===== config.mk =====
export PLATFORM = sky130hd
export DESIGN_NAME = lcc_lane
export DESIGN_NICKNAME = d
export VERILOG_FILES = /design/src/lcc_pkg.sv /design/src/lcc_lane.sv
export SDC_FILE = /design/constraint.sdc
export NUM_CORES = 1
export LEC_CHECK = 0
export ABC_CLOCK_PERIOD_IN_PS = 9020
export BUFFER_PORTS_ARGS = -buffer_cell sky130_fd_sc_hd__buf_2
export CAP_MARGIN = 25
export CORE_MARGIN = 2
export CORE_UTILIZATION = 40
export CTS_BUF_LIST = sky130_fd_sc_hd__clkbuf_8
export CTS_CLUSTER_SIZE = 8
export DETAILED_ROUTE_END_ITERATION = 8
export GPL_ROUTABILITY_DRIVEN = 0
export PLACE_DENSITY = 0.58
export SKIP_LAST_GASP = 1
export SYNTH_ARGS = -nofsm -noshare
export SYNTH_HDL_FRONTEND = slang
export SYNTH_SLANG_ARGS = --single-unit

===== constraint.sdc =====
create_clock -name clk -period 9.02 [get_ports clk]
set_input_delay 0.902 -clock clk [delete_from_list [all_inputs] [get_ports clk]]
set_output_delay 0.902 -clock clk [all_outputs]
set_load 0.03 [all_outputs]

===== src/lcc_pkg.sv =====
`timescale 1ns / 1ps
`default_nettype none

package lcc_pkg;

  localparam int LANES  = 8;
  localparam int COEF_W = 13;
  localparam int CODE_W = 11;
  localparam int PACK_W = 88;
  localparam int LOW_W  = 64;
  localparam int HIGH_W = 24;

  localparam logic [1:0] MODE_D4  = 2'd0;
  localparam logic [1:0] MODE_D5  = 2'd1;
  localparam logic [1:0] MODE_D10 = 2'd2;
  localparam logic [1:0] MODE_D11 = 2'd3;

  localparam logic REG_BITS_MODE = 1'b0;
  localparam logic REG_COMPARE   = 1'b1;

  localparam logic [15:0] KQ = 16'd3329;

  typedef struct packed {
    logic [1:0] bits_mode;
    logic       compare_enable;
  } cfg_t;

endpackage

`default_nettype wire


===== src/lcc_lane.sv =====
`timescale 1ns / 1ps
`default_nettype none

module lcc_lane (
  input  wire logic                        clk,
  input  wire logic                        en,
  input  wire logic [1:0]                  bits_mode,
  input  wire logic [lcc_pkg::COEF_W-1:0]  coef,
  output logic      [lcc_pkg::CODE_W-1:0]  code
);

  logic [15:0] u;
  logic [26:0] a;
  logic [20:0] k;
  logic [47:0] p;
  logic [lcc_pkg::CODE_W-1:0] code_next;

  // negative: add q, wrap to 16 bits
  always_comb begin
    if (coef[lcc_pkg::COEF_W-1]) begin
      u = 16'(coef) + 16'hE000 + lcc_pkg::KQ;
    end else begin
      u = 16'(coef);
    end
  end

  always_comb begin
    unique case (bits_mode)
      lcc_pkg::MODE_D4: begin
        a = 27'({u, 4'b0}) + 27'd1665;
        k = 21'd80635;
      end
      lcc_pkg::MODE_D5: begin
        a = 27'({u, 5'b0}) + 27'd1664;
        k = 21'd40318;
      end
      lcc_pkg::MODE_D10: begin
        a = 27'({u, 10'b0}) + 27'd1665;
        k = 21'd1290167;
      end
      default: begin
        a = {u, 11'b0} + 27'd1664;
        k = 21'd645084;
      end
    endcase
  end

  assign p = 48'(a) * 48'(k);

  always_comb begin
    unique case (bits_mode)
      lcc_pkg::MODE_D4:  code_next = 11'(p[31:28]);
      lcc_pkg::MODE_D5:  code_next = 11'(p[31:27]);
      lcc_pkg::MODE_D10: code_next = 11'(p[41:32]);
      default:           code_next = p[41:31];
    endcase
  end

  always_ff @(posedge clk) begin
    if (en) begin
      code <= code_next;
    end
  end

endmodule

`default_nettype wire


* Yosys cells after proc, flatten, opt, wreduce, memory -nomap -nowiden *
Index checks and enable logic that the tools add are counted.

word-level totals
  bits in registers = 11
  output and inout bits = 11
  word-level logic and storage cells = 15

cells by class
  $add $sub $neg = 6
  multiply operators = 1
  eq/ne operators = 2
  multiplexer cells = 4
  reductions and logical operators = 1

operators with widths
  operator                                                               count
  27-bit one-hot mux with 3 select lines                                 1
  21-bit one-hot mux with 3 select lines                                 1
  27-bit by 21-bit multiplier with 42-bit output                         1
  11-bit one-hot mux with 3 select lines                                 1
  26-bit by 11-bit adder with 27-bit output, second input constant       1
  27-bit by 11-bit adder with 27-bit output, second input constant       1
  21-bit by 11-bit adder with 22-bit output, second input constant       1
  20-bit by 11-bit adder with 21-bit output, second input constant       1
  15-bit by 13-bit adder with 16-bit output, second input constant       1
  16-bit two-way mux                                                     1
  14-bit by 14-bit adder with 15-bit output, second input constant       1
  2-bit by 1-bit equality test with 1-bit output, second input constant  1
  2-bit equality test, second input constant                             1
  2-bit logical NOT                                                      1

* Logic depth before layout (Yosys ltp) *
  word-level depth = 7
  depth in mapped cells = 40

* Worst setup path after synthesis *
OpenSTA, ideal clock, no wires.

  path type = input to register
  start = input coef[12] in the netlist's numbering
  end = register code[7] in the netlist's numbering, data pin
  library setup time = 180 ps
  arrival time = 9448 ps
  slack = -608 ps
  stages on the path = 36
  path buffers = 2
  cell sequence = buf_4 > clkbuf_1 > nand3_1 > xor2_1 > inv_1 > ha_1 > a21oi_1 > a21o_1 > nor2_1 > xor2_1 > o21ai_0 > inv_1 > nand2_1 > nand2_1 > fa_1 > inv_1 > fa_1 > fa_1 > inv_1 > fa_1 > inv_1 > fa_1 > fa_1 > inv_1 > fa_1 > inv_1 > ha_1 > nand3_1 > o221ai_1 > o22ai_1 > a211oi_1 > o21ai_0 > o21ai_0 > nand2_1 > a31o_2 > a221oi_1

on the way
  cells in the longest elaborated chain, start to end = 7
  elaborated cells between the ends (all ways) = 10

ends and longest elaborated chain
  what                                                                     line            RTL
  start, declared                                                          lcc_lane.sv:8   input wire logic [lcc_pkg::COEF_W-1:0] coef,
  14-bit by 14-bit adder with 15-bit output                                lcc_lane.sv:21  u = 16'(coef) + 16'hE000 + lcc_pkg::KQ;
  15-bit by 13-bit adder with 16-bit output                                lcc_lane.sv:21
  16-bit two-way mux *                                                     lcc_lane.sv:20  if (coef[lcc_pkg::COEF_W-1]) begin
  27-bit by 11-bit adder with 27-bit output, or another cell as far along  lcc_lane.sv:42  a = {u, 11'b0} + 27'd1664;
  27-bit one-hot mux with 3 select lines *                                 lcc_lane.sv:28  unique case (bits_mode)
  27-bit by 21-bit multiplier with 42-bit output *                         lcc_lane.sv:48  assign p = 48'(a) * 48'(k);
  11-bit one-hot mux with 3 select lines *                                 lcc_lane.sv:51  unique case (bits_mode)
  named net code_next, one bit                                             lcc_lane.sv:16  logic [lcc_pkg::CODE_W-1:0] code_next;
  end signal, assigned                                                     lcc_lane.sv:61  code <= code_next;
  end, declared                                                            lcc_lane.sv:9   output logic [lcc_pkg::CODE_W-1:0] code

Mark *: on every way through the listed nets, which the timed path passes. The rest lies on a longest branch.
A chain may end at the register's enable or synchronous reset.

* Final worst setup path *
  start = input coef[2] in the netlist's numbering
  end = register code[8] in the netlist's numbering, data pin

The elaborated chain is that of the path after synthesis.

==> results.sh <==
export IMPL_num_nets_final=2570
export IMPL_synth_seq_cells=11
export IMPL_dp_hpwl_mm=40.5
export IMPL_ant_nets=0
export IMPL_met1_length_mm=19.2
export IMPL_cp_data_required_time_ns=9.09
export IMPL_rows=71
export IMPL_finalHoldViolCount=0
export IMPL_htreeDepth=1
export IMPL_grt_util_all_layers=0.240
export IMPL_grt_pass1_wl_mm=71.3
export IMPL_synth_edf_count=11
export IMPL_chipHeight_um=198
export IMPL_dr_pass1_iters=5
export IMPL_cts_made_buffers=3
export IMPL_synthTopCellsByCount="inv_1 (612), fa_1 (375), ha_1 (143)"
export IMPL_die_area_um2=39400
export IMPL_postLayoutCellArea_um2=19700
export IMPL_via_per_inst=4.72
export IMPL_timing_final_crit_share=0.975
export IMPL_start_util=0.403
export IMPL_route_detailed_drc=0
export IMPL_crit_buf_inv=15
export IMPL_async_flop_share=0
export IMPL_yosysTopAreaCell="fa_1"
export IMPL_grt_overflow=0
export IMPL_cts_hold_buffers_added=0
export IMPL_ys_seq_area_frac=0.0218
export IMPL_reg_largest_list="code x11"
export IMPL_wl_met3_mm=1.77
export IMPL_wl_per_cell_um=17.9
export IMPL_timing_final_ws_setup_ns=0.225
export IMPL_slowest_delay_ns=0.56
export IMPL_grt_pass1_vias=13400
export IMPL_syn_area_per_cell_um2=8.99
export IMPL_yosys_top_cells_area="fa_1 (50%), inv_1 (15%), ha_1 (12%)"
export IMPL_max_freq_mhz=114
export IMPL_syn_to_final_growth_pct=30.1
export IMPL_path_delay_family="adder cells"
export IMPL_synthFlopType="edfxtp_1"
export IMPL_rsz0062_at_grt="true"
export IMPL_post_route_cells_drive_above_1_share=0.294
export IMPL_status="completed"
export IMPL_port_buffers=27
export IMPL_fillers=3498
export IMPL_drt_initial_drc_count=603
export IMPL_maxCapViolCount=0
export IMPL_top_layer="met4"
export IMPL_wl_mm=45.4
export IMPL_yosysMostFrequentCell="inv_1"
export IMPL_place_ws_ns=-0.712
export IMPL_largest_reg_flops=11
export IMPL_cts_root_buffer="clkbuf_8"
export IMPL_largest_register="code"
export IMPL_cts_path_max_buffers=2
export IMPL_placed_cell_area_um2=18200
export IMPL_clk_pin_slew_ns=0.05
export IMPL_slew_limit_headroom=0.608
export IMPL_slew_violations=0
export IMPL_min_period_ns=8.79
export IMPL_synthCells=1683
export IMPL_end_kind="flip-flop"
export IMPL_antenna_found_initial=0
export IMPL_synth_cell_types=76
export IMPL_startpoint_type="input pin"
export IMPL_critPathKind="input pin to flip-flop"
export IMPL_io_pins=28
export IMPL_dr_wl_met2_mm=22.6
export IMPL_cts_tree="built"
export IMPL_core_um2=37500
export IMPL_ys_warn_count=0
export IMPL_n_antenna_cell=0
export IMPL_setup_viol_count_final=0
export IMPL_worst_pin_slew_ns=0.582
export IMPL_vias=12000
export IMPL_cts_sinks=11
export IMPL_cp_slowest_cell="fa_1"
export IMPL_crit_arrival_ns=8.87
export IMPL_critPathMaxFanout=5
export IMPL_hold_class="input pin to flip-flop"
export IMPL_die_x_um=198
export IMPL_fin_tns_setup_ns=0
export IMPL_netlist_area_um2=15100
export IMPL_synth_top_area_share=0.496
export IMPL_final_core_util=0.525
export IMPL_grt_start_max_net_pins=16
-- path summary, 6_finish.rpt --
check	start	end	slack, ns	depth (start not counted)
worst max-delay path	coef[2]	code[8]	0.23	38
worst min-delay path	en	code[2]	1.05	1
-- timing repair --
action	CTS	global route
setup buffers	6	29
pin swaps	27	121
cloned	0	1
setup endpoints to repair	11	11
resized for setup	41	223
-- kinds of logic (layout without fill, tap and decap cells) --
family	count (synthesis)	after routing	synth area share
adder cells (fa/ha/maj)	518	518	0.615
flip-flops	11	11	0.0218
XOR/XNOR	52	52	0.0310
multiplexers	6	6	0.00422
AO/OA/AOI/OAI	166	166	0.0773
AND/OR/NAND/NOR	276	277	0.0859
buffers and inverters	652	980	0.165
other	2	24	0.000497
-- cells in the final DEF, fill, tap and decap left out, drive strengths merged, types with 6 or more instances in the layout --
cell	synthesis	final
a211oi	10	10
a21o	14	14
a21oi	45	45
and2	14	14
buf	16	356
conb	2	24
edfxtp	11	11
fa	375	375
ha	143	143
inv	619	620
mux2i	6	6
nand2	103	103
nand2b	9	9
nand3	16	16
nand4	12	12
nor2	81	82
nor3	10	10
o211ai	7	7
o21ai	36	36
or2	7	7
xnor2	35	35
xor2	16	16
-- through the flow --
stage | hold slack, ns | cells
after floorplan | 1.01 | 1705
after global placement | 1.28 | 2507
after detailed placement | 1.29 | 2507
after CTS | 1.05 | 2517
after global routing | 1.06 | 2545
final | 1.05 | 2545
-- routing by layer --
metal  vias to the layer above  track usage
met3                        84       0.0192
met2                       287        0.434
met5                         -            0
met1                      6068        0.308
met4                         0       0.0713
li1                       5586            -
-- area by class of cell --
| class | count | area (um2) | area share |
|---|---|---|---|
| clock buffer | 3 | 41.3 | 0.00210 |
| clock inverter | 1 | 3.75 | 0.000191 |
| timing repair buffer | 356 | 2720 | 0.138 |
| multi-input combinational | 1043 | 13600 | 0.692 |
| tap | 511 | 639 | 0.0325 |
| inverter | 620 | 2340 | 0.119 |
| sequential | 11 | 330 | 0.0168 |
Power is left out: the tool's default activity adds up to more than one toggle a clock period on the data nets, which glitch-free logic cannot reach.
