File: config.mk
export PLATFORM = sky130hd
export DESIGN_NAME = lcc_merge
export DESIGN_NICKNAME = d
export VERILOG_FILES = /design/src/lcc_pkg.sv /design/src/lcc_merge.sv
export SDC_FILE = /design/constraint.sdc
export NUM_CORES = 1
export LEC_CHECK = 0
export BUFFER_PORTS_ARGS = -buffer_cell sky130_fd_sc_hd__buf_2
export CAP_MARGIN = 10
export CORE_AREA = 2 2 104 106
export DETAILED_ROUTE_END_ITERATION = 7
export DIE_AREA = 0 0 106 108
export GPL_TIMING_DRIVEN = 0
export SLEW_MARGIN = 20
export SYNTH_ARGS = -nofsm -noshare
export SYNTH_HDL_FRONTEND = slang
export SYNTH_SLANG_ARGS = --single-unit
export TNS_END_PERCENT = 30
File: constraint.sdc
create_clock -name vclk -period 7.8
set_clock_uncertainty 0.1 [all_clocks]
set_input_delay 1.56 -clock vclk [all_inputs]
set_output_delay 1.56 -clock vclk [all_outputs]
set_load 0.02 [all_outputs]
File: src/lcc_pkg.sv
`timescale 1ns / 1ps
`default_nettype none

package lcc_pkg;

  localparam int LANES  = 8;
  localparam int COEF_W = 13;
  localparam int CODE_W = 11;
  localparam int PACK_W = 88;
  localparam int LOW_W  = 64;
  localparam int HIGH_W = 24;

  localparam logic [1:0] MODE_D4  = 2'd0;
  localparam logic [1:0] MODE_D5  = 2'd1;
  localparam logic [1:0] MODE_D10 = 2'd2;
  localparam logic [1:0] MODE_D11 = 2'd3;

  localparam logic REG_BITS_MODE = 1'b0;
  localparam logic REG_COMPARE   = 1'b1;

  localparam logic [15:0] KQ = 16'd3329;

  typedef struct packed {
    logic [1:0] bits_mode;
    logic       compare_enable;
  } cfg_t;

endpackage

`default_nettype wire

File: src/lcc_merge.sv
`timescale 1ns / 1ps
`default_nettype none

module lcc_merge (
  input  wire logic [lcc_pkg::CODE_W-1:0] codes [lcc_pkg::LANES],
  input  wire logic [1:0]                 bits_mode,
  input  wire logic [lcc_pkg::PACK_W-1:0] ref_bits,
  output logic      [lcc_pkg::PACK_W-1:0] packed_bits,
  output logic                            diff
);

  logic [lcc_pkg::PACK_W-1:0] mask;

  always_comb begin
    packed_bits = '0;
    mask        = '0;
    unique case (bits_mode)
      lcc_pkg::MODE_D4: begin
        for (int j = 0; j < lcc_pkg::LANES; j++) begin
          packed_bits[j*4 +: 4] = codes[j][3:0];
          mask[j*4 +: 4]        = '1;
        end
      end
      lcc_pkg::MODE_D5: begin
        for (int j = 0; j < lcc_pkg::LANES; j++) begin
          packed_bits[j*5 +: 5] = codes[j][4:0];
          mask[j*5 +: 5]        = '1;
        end
      end
      lcc_pkg::MODE_D10: begin
        for (int j = 0; j < lcc_pkg::LANES; j++) begin
          packed_bits[j*10 +: 10] = codes[j][9:0];
          mask[j*10 +: 10]        = '1;
        end
      end
      default: begin
        for (int j = 0; j < lcc_pkg::LANES; j++) begin
          packed_bits[j*11 +: 11] = codes[j];
          mask[j*11 +: 11]        = '1;
        end
      end
    endcase
  end

  assign diff = |((packed_bits ^ ref_bits) & mask);

endmodule

`default_nettype wire

Word level (Yosys, flattened, before mapping)
Cells that the tools add are included.
{"block": "classes", "bitwise": 2, "n_reduce_logical": 4, "n_eq_ne": 2, "n_mux": 7}
{"operator": "32-bit one-hot mux with 3 select lines", "count": 1}
{"operator": "88-bit bitwise AND", "count": 1}
{"operator": "88-bit OR reduction", "count": 1}
{"operator": "88-bit bitwise XOR", "count": 1}
{"operator": "40-bit one-hot mux with 2 select lines", "count": 1}
{"operator": "40-bit 2-to-1 mux", "count": 1}
{"operator": "8-bit 2-to-1 mux", "count": 3}
{"operator": "8-bit one-hot mux with 3 select lines", "count": 1}
{"operator": "3-bit OR reduction", "count": 1}
{"operator": "2-bit by 1-bit equality test with 1-bit output (second input constant)", "count": 1}
{"operator": "2-bit equality test (second input constant)", "count": 1}
{"operator": "2-bit logical NOT", "count": 1}
{"operator": "2-bit OR reduction", "count": 1}
{"block": "totals", "in_bits": 178, "ff_bits": 0, "output_inout_bits": 89, "elab_cells": 15}

Longest topological paths before layout
Gate-level depths: netlist (run 1).
{"block": "depth", "ltp_word": 6, "mapped_depth": 10, "ltp_nobuf": 7}

Worst setup path before layout (run 1)
Ideal clock, no wire load.
{"block": "synth_path", "path_type": "input-to-output", "from": "in bits_mode[0]", "to": "out diff", "path_buffers": 3, "path_slack_ns": 2.466, "t_arrival_ns": 3.674, "stages": 9, "required_ns": 6.140, "cell_sequence": "buf_6 -> buf_6 -> buf_4 -> nand2_1 -> o21ai_0 -> xor2_1 -> nor4_1 -> and2b_1 -> or3_1"}
{"block": "synth_between", "elab_cells_between_ends": 15, "cone_classes": "eq/ne: 2; mux: 7; bitwise: 2; reduce/logical: 4"}
{"element": "start, declared", "line_no": "lcc_merge.sv:6", "source": "input wire logic [1:0] bits_mode,"}
{"element": "2-bit equality test, or another cell as far along", "line_no": "lcc_merge.sv:17", "source": "unique case (bits_mode)"}
{"element": "8-bit one-hot mux with 3 select lines (*)", "line_no": "lcc_merge.sv:17"}
{"element": "via packed_bits, one bit", "line_no": "lcc_merge.sv:8", "source": "output logic [lcc_pkg::PACK_W-1:0] packed_bits,"}
{"element": "88-bit bitwise XOR (*)", "line_no": "lcc_merge.sv:45", "source": "assign diff = |((packed_bits ^ ref_bits) & mask);"}
{"element": "88-bit bitwise AND (*)", "line_no": "lcc_merge.sv:45"}
{"element": "88-bit OR reduction (*)", "line_no": "lcc_merge.sv:45"}
{"element": "end, declared", "line_no": "lcc_merge.sv:9", "source": "output logic diff"}
The timed path passes the listed nets; every way through them passes the cells marked *.

Worst setup path after layout (run 1)
{"block": "layout_path", "from": "in bits_mode[0]", "to": "out diff"}
{"block": "layout_between", "elab_chain_len": 6, "elab_cells_between_ends": 15, "cone_classes": "eq/ne: 2; mux: 7; bitwise: 2; reduce/logical: 4"}
{"element": "2-bit by 1-bit equality test with 1-bit output, or another cell as far along", "line_no": "lcc_merge.sv:17"}
{"element": "2-bit OR reduction (no line) / 3-bit OR reduction (equally long branches)"}
{"element": "40-bit one-hot mux with 2 select lines / 8-bit 2-to-1 mux (equally long branches)", "line_no": "lcc_merge.sv:17"}
{"element": "88-bit bitwise XOR", "line_no": "lcc_merge.sv:45"}
{"element": "88-bit bitwise AND (*)", "line_no": "lcc_merge.sv:45"}
{"element": "88-bit OR reduction (*)", "line_no": "lcc_merge.sv:45"}
Mark *: on every way between the ends. The rest lies on a longest branch, timed or not.

==> results.yml, run 1 <==
detailed_routing:
  drt-pass1-iter-count: 4
  routed_wl_mm: 14.75
  drc: 0
  viasPerCell: 4.948
  ant_nets: 0
  routedWlPerCell_um: 20.89
  drt-initial-drc-count: 250
  dr_total_vias: 3493
final_layout:
  final_nets: 750
  nFillCells: 1117
  antenna_cells: 0
  drive_above_1_share_pct: 53.86
  n_clock_buffer: 0
  final_util_pct: 39.45
  layout.cells.most_common_list: "275 x buf_2, 78 x xnor2_1, 61 x mux2i_1"
  areaGrowthSynthToFinish_pct: 58.92
  layout_commonest_cell: "buf_2"
  seq_area_um2: 0
  design.seq.count: 0
pwr:
  leakage_nw: 2.070
  seqPwrFrac_pct: 0
  p_sw_mw: 0.1728
  ir_drop_uv: 27.87
  p_per_area_nw_per_um2: 76.22
  internal-power_mw: 0.1349
  p_sw_share_pct: 56.15
  p_comb_share_pct: 100.0
  power.share.clock_pct: 0
synth:
  synth_cells: 305
  synth_area_um2: 2540
  synth_top_area_share_pct: 26.90
  synth_top_cell_by_area: "xnor2_1"
  syn_area_per_cell_um2: 8.328
  yosysSeqAreaShare_pct: 0
  syn-num-nets: 483
  ys_warn_count: 0
  yosys-top-cells-area: "xnor2_1 27%, mux2i_1 24%, mux4_2 15%"
  ys_types: 26
sta:
  tightestPinTransition_ns: 0.5341
  period_minus_slack_ns: 5.846
  max_freq_mhz: 171.1
  slew_viol_final: 0
  hold_violations: 0
  relSlewSlack_pct: 63.94
  fin_tns_setup_ns: 0
  finalCritPeriodShare_pct: 74.95
  rsz0062_at_grt: "no"
  setup_viol: 0
worst_setup_path:
  crit_fanout: 10
  cp-end-kind: "primary output"
  critPathRequiredTime_ns: 6.14
  crit_path_start_kind: "input port"
  crit_arrival_ns: 4.19
  crit_type: "input port to primary output"
floorplanning:
  initial_core_util_pct: 24.83
  die-width_um: 106
  core_um2: 10230
  num_rows: 37
  dieHeight_um: 108
  ios: 267
  dieArea_um2: 11450
placed_design:
  gp_congestion: 0.9378
  portBuffers: 265
  hpwl_mm: 12.80
grt:
  first_global_vias: 3569
  globalRouteTotalUtil_pct: 24.28
  antenna_found_initial: 1
  overflow: 0
  grt_pass1_wl_mm: 21.00
  grt_max_degree: 11
outcome:
  outcome: "completed"
clock_network:
  cts_setup_buffers: 0
  ctsHoldBuffers: 0
  post_cts_resized: 0
worst_hold_path:
  hold_class: "input port to primary output"
run:
  drv_cap: 0
-- cell families (layout without fill, tap and decap cells) --
family / after synthesis / in the layout / share of synthesized area, %
compound gates: 18 / 18 / 4.237
xor+xnor: 88 / 88 / 30.34
buf+inv: 26 / 291 / 7.291
mux: 80 / 80 / 40.00
simple gates: 93 / 93 / 18.13
-- worst paths after layout --
kind | from | end | cells after the start
max | bits_mode[0] | diff | 10
min | codes[77] | packed_bits[0] | 3
-- power groups by stage --
stage	registers [mW]	logic (mW)	clock network [mW]
after CTS	0	0.309	0
after global routing	0	0.329	0
after detailed placement	0	0.308	0
final	0	0.308	0
after global placement	0	0.306	0
after floorplan	0	0.180	0
-- Yosys cell counts --
cell type and count:
nor4_1 5, buf_4 6, and2b_1 1, clkbuf_1 2, o21ai_0 3, o211ai_1 1
nand2_1 9, o311ai_0 1, o2bb2ai_1 2, nor2_1 39, a21oi_1 10, a41oi_1 1
buf_6 7, xor2_1 10, mux2i_1 61, nand2b_1 5, buf_2 10, nor2b_1 4
mux2_2 2, and3_1 8, inv_1 1, mux4_2 17, nand4_1 19, xnor2_1 78
nand3_1 2, or3_1 1
-- layout make-up --
type / count / area [um^2] / area share (%)
Multi-Input combinational cell: 279 / 2355 / 58.34
Timing Repair Buffer: 265 / 1326 / 32.86
Buffer: 25 / 181.4 / 4.495
Tap cell: 136 / 170.2 / 4.216
Inverter: 1 / 3.754 / 0.09299
-- metal layers --
metal  track usage [%]  up-vias  wire length (um)
li1                  -     1632                 -
met1             30.20     1635              5949
met3             3.074       18              1183
met4             3.853        2               240
met5                 0        -                13
met2             45.53      206              7363
-- critical path: stages --
cell     delay, ns
buf_6         0.09
buf_6         0.16
buf_4         0.28
mux4_2        0.39
xnor2_1       0.23
nand4_1       0.20
nor4_1        0.51
nand3_1       0.19
or3_1         0.39
buf_2         0.17
-- metrics by stage --
step / hold slack, ns / power [mW] / std cells / setup slack, ns / area (um^2)
CTS: 3.354 / 0.3092 / 706 / 1.981 / 4036
global route: 3.369 / 0.3287 / 706 / 1.886 / 4036
detailed placement: 3.353 / 0.3077 / 706 / 1.992 / 4036
floorplan: 3.133 / 0.1796 / 305 / 2.466 / 2540
finish: 3.352 / 0.3076 / 706 / 1.954 / 4036
global placement: 3.350 / 0.3055 / 706 / 1.981 / 4036
Power figures use the tool's default switching activity.
==> inputs of run 2 (changes only) <==
--- a/config.mk
+++ b/config.mk
@@ -5,12 +5,14 @@
 export SDC_FILE = /design/constraint.sdc
 export NUM_CORES = 1
 export LEC_CHECK = 0
+export ABC_AREA = 1
 export BUFFER_PORTS_ARGS = -buffer_cell sky130_fd_sc_hd__buf_2
 export CAP_MARGIN = 10
-export CORE_AREA = 2 2 104 106
+export CORE_AREA = 2 2 105 107
 export DETAILED_ROUTE_END_ITERATION = 7
-export DIE_AREA = 0 0 106 108
+export DIE_AREA = 0 0 107 109
 export GPL_TIMING_DRIVEN = 0
+export PLACE_DENSITY = 0.76
 export SLEW_MARGIN = 20
 export SYNTH_ARGS = -nofsm -noshare
 export SYNTH_HDL_FRONTEND = slang
==> constraint.sdc (replaced) <==
create_clock -name vclk -period 4.9
set_clock_uncertainty 0.1 [all_clocks]
set_input_delay 0.98 -clock vclk [all_inputs]
set_output_delay 0.98 -clock vclk [all_outputs]
set_load 0.02 [all_outputs]
==> results.yml, run 2 <==
floorplanning:
  initial_core_util_pct: 36.51
  dieArea_um2: 11660
  num_rows: 38
  ios: 267
  die-width_um: 107
  dieHeight_um: 109
  core_um2: 10600
worst_setup_path:
  path_cells: "buf_6 > inv_6 > nor2_8 > buf_6 > nand2_1 > nand3_1 > nand2_1 > nand2_1 > nand2_1 > nor2_1 > nand2_1 > nor2_1 > nand2_1 > nor2_1 > nand2_1 > buf_2"
  endpoint: "diff"
  crit_arrival_ns: 2.69
  cpMostUsedCell: "nand2_1"
  critPathRequiredTime_ns: 3.82
  critPathLaunch: "bits_mode[0]"
  worst-path-stages: 16
  crit_type: "input port to primary output"
  crit_buf_inv: 4
  crit_fanout: 10
  cp-end-kind: "primary output"
  critPathMaxStageDelay_ns: 0.19
  slowest_stage: "buf_6"
  crit_path_start_kind: "input port"
  crit_family: "simple AND/OR/NAND/NOR gates"
final_layout:
  fin_area_um2: 5373
  drive_above_1_share_pct: 32.99
  design.seq.count: 0
  layout_commonest_cell: "nand2_1"
  areaGrowthSynthToFinish_pct: 38.78
  nFillCells: 1222
  final_util_pct: 50.67
  n_clock_buffer: 0
  layout.cells.most_common_list: "366 x nand2_1, 275 x buf_2, 95 x nand3_1"
  antenna_cells: 0
  seq_area_um2: 0
  final_nets: 1235
sta:
  max_freq_mhz: 265.2
  finalCritPeriodShare_pct: 76.94
  setup_viol: 0
  fin_tns_setup_ns: 0
  period_minus_slack_ns: 3.770
  relSlewSlack_pct: 77.05
  tightestPinTransition_ns: 0.3442
  hold_violations: 0
  rsz0062_at_grt: "no"
  slew_viol_final: 0
run:
  drv_cap: 0
grt:
  globalRouteTotalUtil_pct: 29.64
  grt_max_degree: 11
  first_global_vias: 5409
  antenna_found_initial: 0
  grt_pass1_wl_mm: 27.11
  overflow: 0
synth:
  syn-num-nets: 968
  synth_area_um2: 3871
  synth_compound_area_share_pct: 4.008
  yosysSeqAreaShare_pct: 0
  synth_simple_gate_area_share_pct: 77.80
  synth_top_area_share_pct: 35.49
  yosysMostFrequentCell: "nand2_1"
  syn_area_per_cell_um2: 4.900
  synth_top_cell_by_area: "nand2_1"
  synth-xor-area-share_pct: 1.357
  ys_types: 25
  yosys-top-cells-area: "nand2_1 35%, nand3_1 12%, nand3b_1 8.7%"
  synth_top_family_by_area: "simple AND/OR/NAND/NOR gates"
  synth-adder-area-share_pct: 0
  muxShareOfSynthArea_pct: 0
  ys_warn_count: 0
  synth_cells: 790
  yosys-top-cells-count: "366 x nand2_1, 95 x nand3_1, 81 x inv_1, 50 x nor2_1, 45 x nand3b_1"
worst_hold_path:
  hold_class: "input port to primary output"
detailed_routing:
  drc: 0
  routed_wl_mm: 18.29
  ant_nets: 0
  drt-initial-drc-count: 459
  viasPerCell: 5.095
  dr_total_vias: 6089
  routedWlPerCell_um: 15.31
  drt-pass1-iter-count: 5
outcome:
  outcome: "completed"
clock_network:
  ctsHoldBuffers: 0
  post_cts_resized: 0
  cts_setup_buffers: 0
placed_design:
  placed_area_um2: 5373
  hpwl_mm: 15.53
  gp_congestion: 0.9660
  portBuffers: 265
pwr:
  p_per_area_nw_per_um2: 106.4
  leakage_nw: 3.434
  ir_drop_uv: 56.13
  power_mw: 0.5716
-- run 2: changes by cell type in the layout (fill, tap and decap cells not counted), sizes merged, moves of 23 or more --
cell / change
or2: +28
xnor2: -78
o21ai: +23
nand3: +118
nand3b: +45
inv: +83
mux2i: -61
nand2: +369
-- run 2: worst min-delay path by stage --
stage | startpoint | endpoint | slack [ns] | cells after the start
detailed placement | codes[79] | packed_bits[2] | 2.20 | 3
global placement | codes[79] | packed_bits[2] | 2.19 | 3
global route | codes[79] | packed_bits[2] | 2.22 | 3
floorplan | codes[77] | packed_bits[0] | 1.97 | 1
CTS | codes[79] | packed_bits[2] | 2.20 | 3
finish | codes[79] | packed_bits[2] | 2.19 | 3
-- run 2: cell families (layout without fill, tap and decap cells) --
logic type,after synthesis,count (layout)
simple gates,634,634
compound gates,30,30
buf+inv,120,385
xor+xnor,6,6
-- run 2: power breakdown --
part | total (mW) | internal [mW] | switching (mW)
clock | 0 | 0 | 0
combinational | 0.572 | 0.212 | 0.359
sequential | 0 | 0 | 0
total | 0.572 | 0.212 | 0.359
-- run 2: routing by layer --
metal  up-vias  share of wire [%]  global-route usage (%)
met5         -                  0                       0
met4         0                2.6                   7.143
met3        40                9.3                   3.945
met2       327                 47                   52.68
met1      2691                 41                   37.93
li1       3031                  -                       -
-- run 2: final cells by class --
type                            count  area [um^2]  area share (%)
Timing Repair Buffer              265         1326           24.69
Inverter                           84        322.8           6.008
Multi-Input combinational cell    670         3219           59.92
Buffer                             36        329.1           6.125
Tap cell                          140        175.2           3.260
-- run 2: worst min-delay path, cell delays in order --
cell and delay (ns):
buf_2 0.10, buf_4 0.09, buf_2 0.14
-- run 2: stage by stage --
step / hold WS, ns / cells / setup slack [ns]
final: 2.194 / 1195 / 1.130
after global routing: 2.223 / 1195 / 0.9053
after CTS: 2.195 / 1195 / 1.154
after detailed placement: 2.196 / 1195 / 1.161
after global placement: 2.192 / 1195 / 1.159
after floorplan: 1.973 / 790 / 1.368
